===== src/rtl/hht_pkg.sv =====
package hht_pkg;

	localparam int NUM_DOFS  = 1024;
	localparam int IDX_W     = $clog2(NUM_DOFS);
	localparam int DATA_W    = 32;
	localparam int COEF_W    = 48;
	localparam int FRAC_W    = 24;
	localparam int CFG_IDX_W = 3;
	localparam int ACC_W     = 60;
	localparam int QDEPTH    = 4;
	localparam int QPTR_W    = $clog2(QDEPTH);
	localparam int QCNT_W    = $clog2(QDEPTH + 1);

	// register indexes
	localparam logic [CFG_IDX_W-1:0] REG_ALPHA = 3'd0;
	localparam logic [CFG_IDX_W-1:0] REG_A1    = 3'd1;
	localparam logic [CFG_IDX_W-1:0] REG_A2    = 3'd2;
	localparam logic [CFG_IDX_W-1:0] REG_A3    = 3'd3;
	localparam logic [CFG_IDX_W-1:0] REG_A4    = 3'd4;
	localparam logic [CFG_IDX_W-1:0] REG_C3    = 3'd5;
	localparam logic [CFG_IDX_W-1:0] REG_C4    = 3'd6;

	// action codes
	localparam logic [1:0] ACT_LOAD    = 2'd0;
	localparam logic [1:0] ACT_PREDICT = 2'd1;
	localparam logic [1:0] ACT_CORRECT = 2'd2;
	localparam logic [1:0] ACT_COMMIT  = 2'd3;

	localparam logic signed [COEF_W-1:0] Q_ONE  = 48'sd16777216;
	localparam logic signed [COEF_W-1:0] Q_MONE = -48'sd16777216;
	localparam logic signed [ACC_W-1:0]  Q_HALF = 60'sd8388608;

	typedef struct packed {
		logic signed [COEF_W-1:0] alpha;
		logic signed [COEF_W-1:0] a1;
		logic signed [COEF_W-1:0] a2;
		logic signed [COEF_W-1:0] a3;
		logic signed [COEF_W-1:0] a4;
		logic signed [COEF_W-1:0] c3;
		logic signed [COEF_W-1:0] c4;
	} coef_t;

	typedef struct packed {
		logic load;
		logic predict;
		logic correct;
		logic commit;
	} kind_t;

	typedef struct packed {
		kind_t                    kind;
		logic [IDX_W-1:0]         dof;
		logic signed [DATA_W-1:0] disp;
		logic signed [DATA_W-1:0] vel;
		logic signed [DATA_W-1:0] accel;
		logic signed [DATA_W-1:0] delta;
	} work_t;

	typedef struct packed {
		logic signed [DATA_W-1:0] val;
		logic                     sat;
	} sat_t;

	typedef struct packed {
		logic              accept;
		logic              pop;
		logic [QCNT_W-1:0] count;
	} front_stat_t;

	typedef struct packed {
		logic issue;
		logic hazard;
	} back_stat_t;

	// clamp a wide value to 32 bits
	function automatic sat_t sat32(input logic signed [ACC_W-1:0] v);
		sat_t r;
		if (v[ACC_W-1:DATA_W-1] != {(ACC_W-DATA_W+1){v[ACC_W-1]}}) begin
			r.sat = 1'b1;
			r.val = v[ACC_W-1] ? {1'b1, {(DATA_W-1){1'b0}}} : {1'b0, {(DATA_W-1){1'b1}}};
		end else begin
			r.sat = 1'b0;
			r.val = v[DATA_W-1:0];
		end
		return r;
	endfunction

	// add high part to rounded low part, then clamp
	function automatic sat_t mac_fin(input logic signed [ACC_W-1:0] hsum,
			input logic signed [ACC_W-1:0] lsum);
		logic signed [ACC_W-1:0] t;
		t = lsum + Q_HALF;
		return sat32(hsum + (t >>> FRAC_W));
	endfunction

endpackage


===== src/rtl/hht_chan_if.sv =====
interface hht_req_if;
	import hht_pkg::*;
	logic                     valid;
	logic                     ready;
	logic [1:0]               action;
	logic [IDX_W-1:0]         dof_index;
	logic signed [DATA_W-1:0] disp_in;
	logic signed [DATA_W-1:0] vel_in;
	logic signed [DATA_W-1:0] accel_in;
	logic signed [DATA_W-1:0] delta_in;
	modport source (output valid, action, dof_index, disp_in, vel_in, accel_in, delta_in,
		input ready);
	modport sink (input valid, action, dof_index, disp_in, vel_in, accel_in, delta_in,
		output ready);
endinterface



===== src/rtl/hht_front.sv =====
module hht_front (
	input  logic                clk,
	input  logic                arst_n,
	hht_req_if.sink             req,
	output hht_pkg::work_t      head,
	output logic                head_valid,
	input  logic                head_pop,
	output hht_pkg::front_stat_t stat
);
	import hht_pkg::*;

	work_t             mem_q [QDEPTH];
	logic [QPTR_W-1:0] wr_ptr_q;
	logic [QPTR_W-1:0] rd_ptr_q;
	logic [QCNT_W-1:0] count_q;
	logic              accept;
	logic              pop;
	work_t             word;

	// classify the incoming word
	always_comb begin
		word.kind  = '0;
		word.dof   = req.dof_index;
		word.disp  = req.disp_in;
		word.vel   = req.vel_in;
		word.accel = req.accel_in;
		word.delta = req.delta_in;
		case (req.action)
			ACT_LOAD:    word.kind.load    = 1'b1;
			ACT_PREDICT: word.kind.predict = 1'b1;
			ACT_CORRECT: word.kind.correct = 1'b1;
			ACT_COMMIT:  word.kind.commit  = 1'b1;
			default:     word.kind.commit  = 1'b1;
		endcase
	end

	assign req.ready  = (count_q != QCNT_W'(QDEPTH));
	assign accept     = req.valid && req.ready;
	assign head_valid = (count_q != '0);
	assign pop        = head_pop && head_valid;
	assign head       = mem_q[rd_ptr_q];

	// store accepted words
	always_ff @(posedge clk) begin
		if (accept) begin
			mem_q[wr_ptr_q] <= word;
		end
	end

	// advance queue pointers
	always_ff @(posedge clk or negedge arst_n) begin
		if (!arst_n) begin
			wr_ptr_q <= '0;
			rd_ptr_q <= '0;
			count_q  <= '0;
		end else begin
			if (accept) begin
				wr_ptr_q <= wr_ptr_q + 1'b1;
			end
			if (pop) begin
				rd_ptr_q <= rd_ptr_q + 1'b1;
			end
			if (accept && !pop) begin
				count_q <= count_q + 1'b1;
			end else if (!accept && pop) begin
				count_q <= count_q - 1'b1;
			end
		end
	end

	assign stat.accept = accept;
	assign stat.pop    = pop;
	assign stat.count  = count_q;
endmodule


===== src/flat_wrapper.sv =====
// flat-port wrapper written by rule: the top's interface ports become plain ports
module hht_front_flat import hht_pkg::*;
  (clk, arst_n, head, head_valid, head_pop, stat, req_valid, req_action, req_dof_index, req_disp_in, req_vel_in, req_accel_in, req_delta_in, req_ready);
  hht_req_if req_i ();
  input  logic clk;
  input  logic arst_n;
  output hht_pkg::work_t head;
  output logic head_valid;
  input  logic head_pop;
  output hht_pkg::front_stat_t stat;
  input wire logic [$bits(req_i.valid)-1:0] req_valid;
  input wire logic [$bits(req_i.action)-1:0] req_action;
  input wire logic [$bits(req_i.dof_index)-1:0] req_dof_index;
  input wire logic [$bits(req_i.disp_in)-1:0] req_disp_in;
  input wire logic [$bits(req_i.vel_in)-1:0] req_vel_in;
  input wire logic [$bits(req_i.accel_in)-1:0] req_accel_in;
  input wire logic [$bits(req_i.delta_in)-1:0] req_delta_in;
  output wire logic [$bits(req_i.ready)-1:0] req_ready;
  assign req_i.valid = req_valid;
  assign req_i.action = req_action;
  assign req_i.dof_index = req_dof_index;
  assign req_i.disp_in = req_disp_in;
  assign req_i.vel_in = req_vel_in;
  assign req_i.accel_in = req_accel_in;
  assign req_i.delta_in = req_delta_in;
  assign req_ready = req_i.ready;
  hht_front u_core (.clk(clk), .arst_n(arst_n), .req(req_i), .head(head), .head_valid(head_valid), .head_pop(head_pop), .stat(stat));
endmodule

===== config.mk =====
export PLATFORM = sky130hd
export DESIGN_NAME = hht_front_flat
export DESIGN_NICKNAME = d
export VERILOG_FILES = /design/src/rtl/hht_pkg.sv /design/src/rtl/hht_chan_if.sv /design/src/rtl/hht_front.sv /design/src/flat_wrapper.sv
export SDC_FILE = /design/constraint.sdc
export NUM_CORES = 1
export LEC_CHECK = 0
export BUFFER_PORTS_ARGS = -buffer_cell sky130_fd_sc_hd__buf_2
export CAP_MARGIN = 20
export CORE_MARGIN = 2
export CORE_UTILIZATION = 51
export DETAILED_ROUTE_END_ITERATION = 8
export PLACE_DENSITY = 0.75
export SLEW_MARGIN = 20
export SYNTH_ARGS = -nofsm -noshare
export SYNTH_HDL_FRONTEND = slang
export SYNTH_SLANG_ARGS = --single-unit

===== constraint.sdc =====
create_clock -name clk -period 12.3 [get_ports clk]
set_clock_uncertainty 0.1 [all_clocks]
set_input_delay 3.69 -clock clk [delete_from_list [all_inputs] [get_ports clk]]
set_output_delay 3.69 -clock clk [all_outputs]
set_load 0.005 [all_outputs]

* Word-level counts from Yosys, hierarchy flattened
Memory sizes are Yosys's and may differ from the RTL's. Cells that the tools add are included.
Word-level totals: bits in registers 7, RAM bits 568, input port bits 144, output and inout port bits 149, word-level logic and storage cells 29, memories kept 1
Cells by class: $add $sub $neg 4, equal/unequal tests 4, muxes and demuxes 8, reduce and logical (&&, ||, !) cells 9
Memory list:
- u_core.mem_q | words 4, width 142, rd ports 1, clocked after Yosys merged registers in 0, wr ports 1, RTL line hht_front.sv:12 | work_t mem_q [QDEPTH];
Operators with widths (number):
- $mux W1 | 6
- $mux W3 | 2
- $add A2 B1 Y2 const B | 2
- $eq A2 B2 Y1 const B | 2
- $logic_and A1 B1 Y1 | 4
- $add A3 B1 Y3 const B | 1
- $ne A3 B3 Y1 const B | 1
- $reduce_bool A3 Y1 | 1
- $sub A3 B1 Y3 const B | 1
- $eq A2 B1 Y1 const B | 1
- $logic_not A1 Y1 | 2
- $logic_not A2 Y1 | 1
- $reduce_bool A2 Y1 | 1

* Longest topological paths before layout
Gate-level depths: netlist of run 1.
depth in word-level cells 6, gate-level depth with buffers 8, gate-level depth less buffers 8

* Least setup slack after synthesis of run 1
Ideal clock, no wire load.
kind input -> register, start point in req_valid, end point mem u_core.mem_q[0][0] (netlist name), enable pin, library setup time 0.518 ns, data arrival time 7.271 ns, required time 11.682 ns, slack 4.410 ns, cell stages on the path 2, path buffers 0, cell sequence a21boi_2 and2_1
On the way: longest elaborated chain between the ends 3
Ends and longest elaborated chain:
- start, declared | RTL line flat_wrapper.sv:11 | input wire logic [$bits(req_i.valid)-1:0] req_valid;
- $logic_and A1 B1 Y1 | RTL line hht_front.sv:38 | assign accept = req.valid && req.ready;
- $mux W1 | RTL line hht_front.sv:45 | if (accept) begin
- $mux W1 (not written as such) | RTL line hht_front.sv:46 | mem_q[wr_ptr_q] <= word;
- end, declared | RTL line hht_front.sv:12
No other way between the ends.

==> summary.md, run 1 <==
| Metric | Value |
|---|---|
| Final instance area | 0.0247 mm^2 |
| CP Cell Sequence | buf_2 -> a21boi_2 -> buf_2 |
| Initial Utilization | 0.514 |
| Cts hold-fix bufs | 0 |
| Post-synthesis mux area share | 0.154 |
| CP delay by family, top | compound AO/OA/AOI/OAI gates |
| Fmax | 124 MHz |
| Worst path max stage delay | between 0.3 and 0.4 ns |
| I/O pin count | 293 |
| Worst setup margin | roughly 4.2 ns |
| Worst rel slew slack | 0.335 |
| Fillers | 2757 |
| Drc violations | 0 |
| CTS Sinks | approximately 580 |
| Post-DRT Antenna Nets | 0 |
| H-tree depth | 2 |
| Root Driver | clkbuf_16 |
| Commonest non-fill, non-tap cell in the layout | edfxtp_1 |
| Synth area leader | edfxtp_1 |
| Final setup viols | 0 |
| Most frequent cells in the layout | edfxtp_1 (568), buf_2 (292), mux4_2 (142), clkbuf_16 (57), buf_4 (13) |
| Crit path buffers/inverters | 2 |
| Layout cells sized above 1 | 0.463 |
| Postcts setup bufs | 0 |
| Worst endpoint required time | roughly 8.5 ns |
| Synthesized instance count | 784 |
| Simple-gate share of the synthesized area | 0.00347 |
| Die area | 0.0426 mm^2 |
| Grt ovf | 0 |
| Synth cell types | 19 |
| Final period util | 0.656 |
| Yosys reg bits | 575 |
| Total GRT Usage | 0.180 |
| Die width | just over 200 um |
| Num CTS Buffers | 55 |
| Worst vdd ir | ~0.19 mV |
| Clk slew on worst S/H paths | roughly 0.06 ns |
| Area of the multi-input gates | 0.00345 mm^2 |
| Placed Area | about 0.023 mm^2 |
| Synth warnings | 0 |
| Leakage power | roughly 8.4 nW |
| Synth Area in XOR/XNOR | 0.00251 |
| Sequential standard cell area | 0.0172 mm^2 |
| Layout Area Growth over Synthesis | 18.2% |
| Area share of the largest cell type after synthesis | 0.816 |
| Maxcap violations | 0 |
| Largest net degree at the start of global routing | 65 |
| Largest family of logic cells by synthesized area | multiplexers |
| Pre-CTS WS | between 4 and 5 ns |
| Port Buf Inserts | 292 |
| Startpoint Class | input pin |
| DPL Wire Length | about 22 mm |
| Critical path's most frequent cell | buf_2 |
| Min-Delay Path Class | reg -> reg |
| Crit path capture type | output pin |
| Fin crit period | roughly 8.1 ns |
| Cell Area, Synth | between 0.02 and 0.025 mm^2 |
| Vias post-DR | between 9000 and 10000 |
| Final #Nets | 1262 |
| Actual slew at the worst max-slew pin | 0.997 ns |
| Num rows | 74 |
| Post-Synth Adder-Cell Area | 0.00395 |
| Vias per cell | 5.53 |
| DRT Pass-1 Iters | 4 |
| Routed wire length | 38.4 mm |
| Total power | 5.92 mW |
| RSZ-0062 raised after global routing | no |
| Sequential area share after synthesis | 0.824 |
| Wire per inst | about 23 um |
| Die Y | 206 um |
| CP arrival | ~4.3 ns |
| Clk_lat worst skew | 0.58 ns |
| CTS tree | yes |
| Worst R2R Setup Slack | between 9 and 10 ns |
| Max-slew violation count | 0 |
| Status | finished clean |
| GPL Wtd Cong | 0.724 |
| Avg Inst Size Synth | 26.7 um^2 |
| Synth area leaders | edfxtp_1 (82%), mux4_2 (15%), dfrtp_1 (0.84%) |
| Core area | 0.0406 mm^2 |
| Fin. Hold Viols | 0 |
| Vias in the first global route | 9789 |
| Post-synthesis compound-gate area fraction | 0.000539 |
| Crit-path slowest cell | a21boi_2 |
| Initial antenna violation count | 6 |
| First-pass GRT wire length | about 57 mm |
| Setup total negative slack | 0 ns |
| Mapped Nets | 934 |
| Critical path fanouts, max | 8 |
| DR iter-0 viols | 616 |
| Longest Clk Path Bufs | 3 |
| Worst setup path category | in -> out |
| Post-CTS resize count | 0 |
| PwrDens | 240 mW/mm^2 |
## kinds of logic (layout without fill, tap and decap cells)
kind of cell               Yosys count  after routing
AOI/OAI and AO/OA                    1              1
xor gates and xnor gates             6              6
adders and majority gates            6              6
buffers and inverters               38            405
DFF                                575            575
muxes                              144            144
other                                0              3
and+or+nand+nor                     14             14
## stage by stage
step | util | hold WS (ns) | std cells
floorplan | - | 0.431 | 784
global placement | 0.564 | 0.448 | 1587
detailed placement | 0.564 | 0.460 | 1587
CTS | 0.608 | 0.473 | 1683
global route | 0.608 | 0.499 | 1685
finish | 0.608 | 0.472 | 1686
## Yosys cell counts
| master | count |
|---|---|
| xnor2_1 | 3 |
| nand2_1 | 3 |
| ha_1 | 5 |
| buf_6 | 8 |
| dfrtp_1 | 7 |
| edfxtp_1 | 568 |
| inv_1 | 4 |
| nor2_1 | 3 |
| fa_1 | 1 |
| mux4_2 | 142 |
| a21boi_2 | 1 |
| buf_4 | 3 |
| or3_1 | 1 |
| buf_2 | 17 |
| clkbuf_1 | 6 |
| nor2b_1 | 2 |
| xor2_1 | 3 |
| mux2_2 | 2 |
| and2_1 | 5 |
## registers in the layout, indices dropped and copies added (netlist names)
register and count:
u_core.count_q 3, u_core.wr_ptr_q 2, u_core.mem_q 568, u_core.rd_ptr_q 2
## worst register-to-register path, stage by stage, from the launching register on
cell      delay (ns)
dfrtp_1         0.43
nor2_1          0.11
a21boi_2        0.34
and2_4          0.47
buf_4           0.82
## layer usage
| layer | track usage | up-vias | part of all wire |
|---|---|---|---|
| met3 | 0.0484 | 69 | 0.074 |
| li1 | - | 4064 | - |
| met5 | 0 | - | 0.0013 |
| met1 | 0.230 | 4886 | 0.39 |
| met4 | 0.0686 | 8 | 0.026 |
| met2 | 0.298 | 300 | 0.51 |
## area by class of cell
cell class	count	share of cell area
antenna	3	0.000304
sequential	575	0.698
inverter	4	0.000608
clock inverter	27	0.0115
tap	532	0.0269
clock buffer	69	0.0604
timing repair buffer	305	0.0631
multi-input combinational	171	0.140
## power breakdown
part	leakage (nW)	internal, mW	switching [mW]
sequential	5.29	2.59	0.134
combinational	2.25	0.753	0.791
clock	0.871	0.978	0.668
## path summary, 6_finish.rpt
kind                                   startpoint             endpoint  cells after the start
worst max-delay path                    req_valid              stat[4]                      3
worst min register to register  u_core.count_q[2]    u_core.count_q[2]                      1
min in group asynchronous                  arst_n    u_core.count_q[2]                      1
worst max register to register  u_core.count_q[0]  u_core.mem_q[3][72]                      4
worst min-delay path            u_core.count_q[2]    u_core.count_q[2]                      1
max in group asynchronous                  arst_n   u_core.rd_ptr_q[0]                      1
Power figures use the tool's default switching activity.
==> run 2: changes to the inputs <==
--- a/config.mk
+++ b/config.mk
@@ -10,7 +10,7 @@
 export CORE_MARGIN = 2
 export CORE_UTILIZATION = 51
 export DETAILED_ROUTE_END_ITERATION = 8
-export PLACE_DENSITY = 0.75
+export PLACE_DENSITY = 0.78
 export SLEW_MARGIN = 20
 export SYNTH_ARGS = -nofsm -noshare
 export SYNTH_HDL_FRONTEND = slang
==> constraint.sdc (replaced) <==
create_clock -name clk -period 6.5 [get_ports clk]
set_clock_uncertainty 0.1 [all_clocks]
set_input_delay 1.95 -clock clk [delete_from_list [all_inputs] [get_ports clk]]
set_output_delay 1.95 -clock clk [all_outputs]
set_load 0.005 [all_outputs]
==> run 2 against run 1 <==
Effect of this change:
- cell count is 0.24% higher
- flip-flop and latch count stayed put
- hold slack worse by 0.0018 ns
- first-iteration DRC count is 15% lower
- global-route usage is 0.14 points higher
- clock power is 91% higher
- die area stayed put
- total power is 90% higher
- register-to-register slack worse by 5.7 ns
- critical endpoint is now head[70]
- highest routed layer unchanged
==> summary.md, run 2 (synthesis gave the netlist of run 1 again) <==
| Metric | Value |
|---|---|
| Largest net degree at the start of global routing | 74 (was 65) |
| Sequential standard cell area | 0.0172 mm^2 (unchanged) |
| Post-CTS resize count | 0 (unchanged) |
| Status | finished clean (unchanged) |
| Postcts setup bufs | 0 (unchanged) |
| Root Driver | clkbuf_16 (unchanged) |
| Worst setup path category | reg -> out (was in -> out) |
| GPL Wtd Cong | 0.704 (was 0.724) |
| Biggest register | u_core.mem_q (unchanged) |
| Post-DRT Antenna Nets | 0 (unchanged) |
| Largest regs | u_core.mem_q (568), u_core.count_q (3) (unchanged) |
| Max-slew violation count | 0 (unchanged) |
| DR iter-0 viols | 523 (was 616) |
| Hold_sp | u_core.count_q[0] (was u_core.count_q[2]) |
| PwrDens | 454 mW/mm^2 (was 240 mW/mm^2) |
| GR met2 Demand/Resource | 0.295 (was 0.298) |
| Min-Delay Path Class | reg -> reg (unchanged) |
| Die Y | 206 um (unchanged) |
| Hold Path Sink | u_core.count_q[0] (was u_core.count_q[2]) |
| Fillers | 2791 (was 2757) |
| Initial antenna violation count | 6 (unchanged) |
| Clk slew on worst S/H paths | 0.06 ns (about the same) |
| CP arrival | 2.77 ns (was 4.28 ns) |
| Worst vdd ir | 0.468 mV (was 0.192 mV) |
| DPL Wire Length | 22.5 mm (was 22.2 mm) |
| Die width | 206 um (unchanged) |
| Worst endpoint required time | 4.45 ns (was 8.51 ns) |
| Fmax | 208 MHz |
| Vias per cell | 5.53 (about the same) |
| DRT Pass-1 Iters | 5 (was 4) |
| Vias in the first global route | 9769 (was 9789) |
| Final setup viols | 0 (unchanged) |
| Worst rel slew slack | 0.395 (was 0.335) |
| Placed cells | 1587 (unchanged) |
| Hold path depth | 1 (unchanged) |
| Worst R2R Setup Slack | 3.84 ns (was 9.57 ns) |
| Crit path capture type | output pin (unchanged) |
| Die area | 0.0426 mm^2 (unchanged) |
| Longest Clk Path Bufs | 3 (unchanged) |
| Fin. Hold Viols | 0 (unchanged) |
| Worst setup margin | 1.68 ns (was 4.23 ns) |
| RSZ-0062 raised after global routing | no (unchanged) |
| Port Buf Inserts | 292 (unchanged) |
| CP Launch Point | u_core.rd_ptr_q[0] (was req_valid) |
| Startpoint Class | flop (was input pin) |
| Flip-flop count of the largest register after layout | 568 (unchanged) |
| Routed wire length | 38.9 mm (was 38.4 mm) |
| Vias post-DR | 9346 (was 9327) |
| Final #Nets | 1262 (unchanged) |
| Final period util | 0.741 |
| M3 GR Usage | 0.0497 (was 0.0484) |
| CTS Sinks | 575 (unchanged) |
| Worst reg2reg path depth | 4 (unchanged) |
| Maxcap violations | 0 (unchanged) |
| Leakage power | 8.44 nW (was 8.41 nW) |
| Cts hold-fix bufs | 0 (unchanged) |
| Core area | 0.0406 mm^2 (unchanged) |
| GR Util met1 | 0.232 (was 0.230) |
| Area of the multi-input gates | 0.00345 mm^2 (unchanged) |
| Worst reg2reg endpoint | u_core.mem_q[2][108] (was u_core.mem_q[3][72]) |
| H-tree depth | 2 (unchanged) |
| Num rows | 74 (unchanged) |
| I/O pin count | 293 (unchanged) |
| Critical path fanouts, max | 59 (was 8) |
| Most frequent cells in the layout | edfxtp_1 (568), buf_2 (292), mux4_2 (142), clkbuf_16 (57), clkinv_1 (12) (was edfxtp_1 (568), buf_2 (292), mux4_2 (142), clkbuf_16 (57), buf_4 (13)) |
| Commonest non-fill, non-tap cell in the layout | edfxtp_1 (unchanged) |
| Fin crit period | 4.82 ns |
| R2R Path Start | u_core.count_q[0] (unchanged) |
| Num CTS Buffers | 55 (unchanged) |
| Wire per inst | 23.0 um (was 22.8 um) |
| Final cell count without fillers | 1690 (was 1686) |
| Pre-CTS WS | 1.91 ns (was 4.24 ns) |
| Total GRT Usage | 0.182 (was 0.180) |
| GR peak layer | met2 (unchanged) |
| Setup total negative slack | 0 ns (unchanged) |
| First-pass GRT wire length | 57.0 mm (was 56.6 mm) |
| Layout cells sized above 1 | 0.463 (about the same) |
| Clk_lat worst skew | 0.59 ns (was 0.58 ns) |
| Actual slew at the worst max-slew pin | 0.908 ns (was 0.997 ns) |
| Layout Area Growth over Synthesis | 18.7% (was 18.2%) |
| Drc violations | 0 (unchanged) |
| Initial Utilization | 0.514 (unchanged) |
| CTS tree | yes (unchanged) |
| Grt ovf | 0 (unchanged) |
[run 2: changes by cell type in the layout (fill, tap and decap cells not counted), moves of 2 or more]
cell and delta:
clkinv_1 +3, clkbuf_8 -2, buf_12 +7, clkinvlp_4 +2
diode_2 +2, clkinv_4 -2, clkbuf_1 -2, buf_4 -7
[run 2: layer usage]
layer,vias to the layer above,share of wire,wire length (um)
met5,-,0.00033,13
met4,2,0.032,1240
met3,86,0.072,2800
met2,299,0.50,19500
met1,4907,0.39,15300
li1,4052,-,-
[run 2: final cells by class]
cell class                      count  area share
Antenna cell                        5    0.000504
Inverter                            4    0.000605
Multi-Input combinational cell    171       0.139
Timing Repair Buffer              305      0.0663
Tap cell                          532      0.0268
Sequential cell                   575       0.695
Clock buffer                       65      0.0587
Clock inverter                     33      0.0136
[run 2: per-stage QoR]
step	total power [mW]	utilization	cell area (um^2)	hold WS, ns
floorplan	7.11	-	20900	0.431
global placement	8.22	0.566	23000	0.451
detailed placement	8.29	0.566	23000	0.468
CTS	11.5	0.610	24800	0.479
global route	11.8	0.611	24800	0.513
finish	11.3	0.611	24800	0.470
[run 2: worst max-delay path by stage]
stage | end | slack (ns)
floorplan | u_core.mem_q[2][0] | 0.35
global placement | stat[4] | 1.94
detailed placement | stat[4] | 1.91
CTS | head[70] | 1.57
global route | head[72] | 1.49
finish | head[70] | 1.68
[run 2: critical path: stages, from the launching register on]
cell and delay (ns):
dfrtp_4 0.88, buf_12 0.47, mux4_2 0.59, buf_2 0.15
[run 2: where the power goes]
group	switching, mW	internal [mW]	total (mW)
Combinational	1.47	1.46	2.93
Clock	1.28	1.87	3.15
Sequential	0.296	4.90	5.19
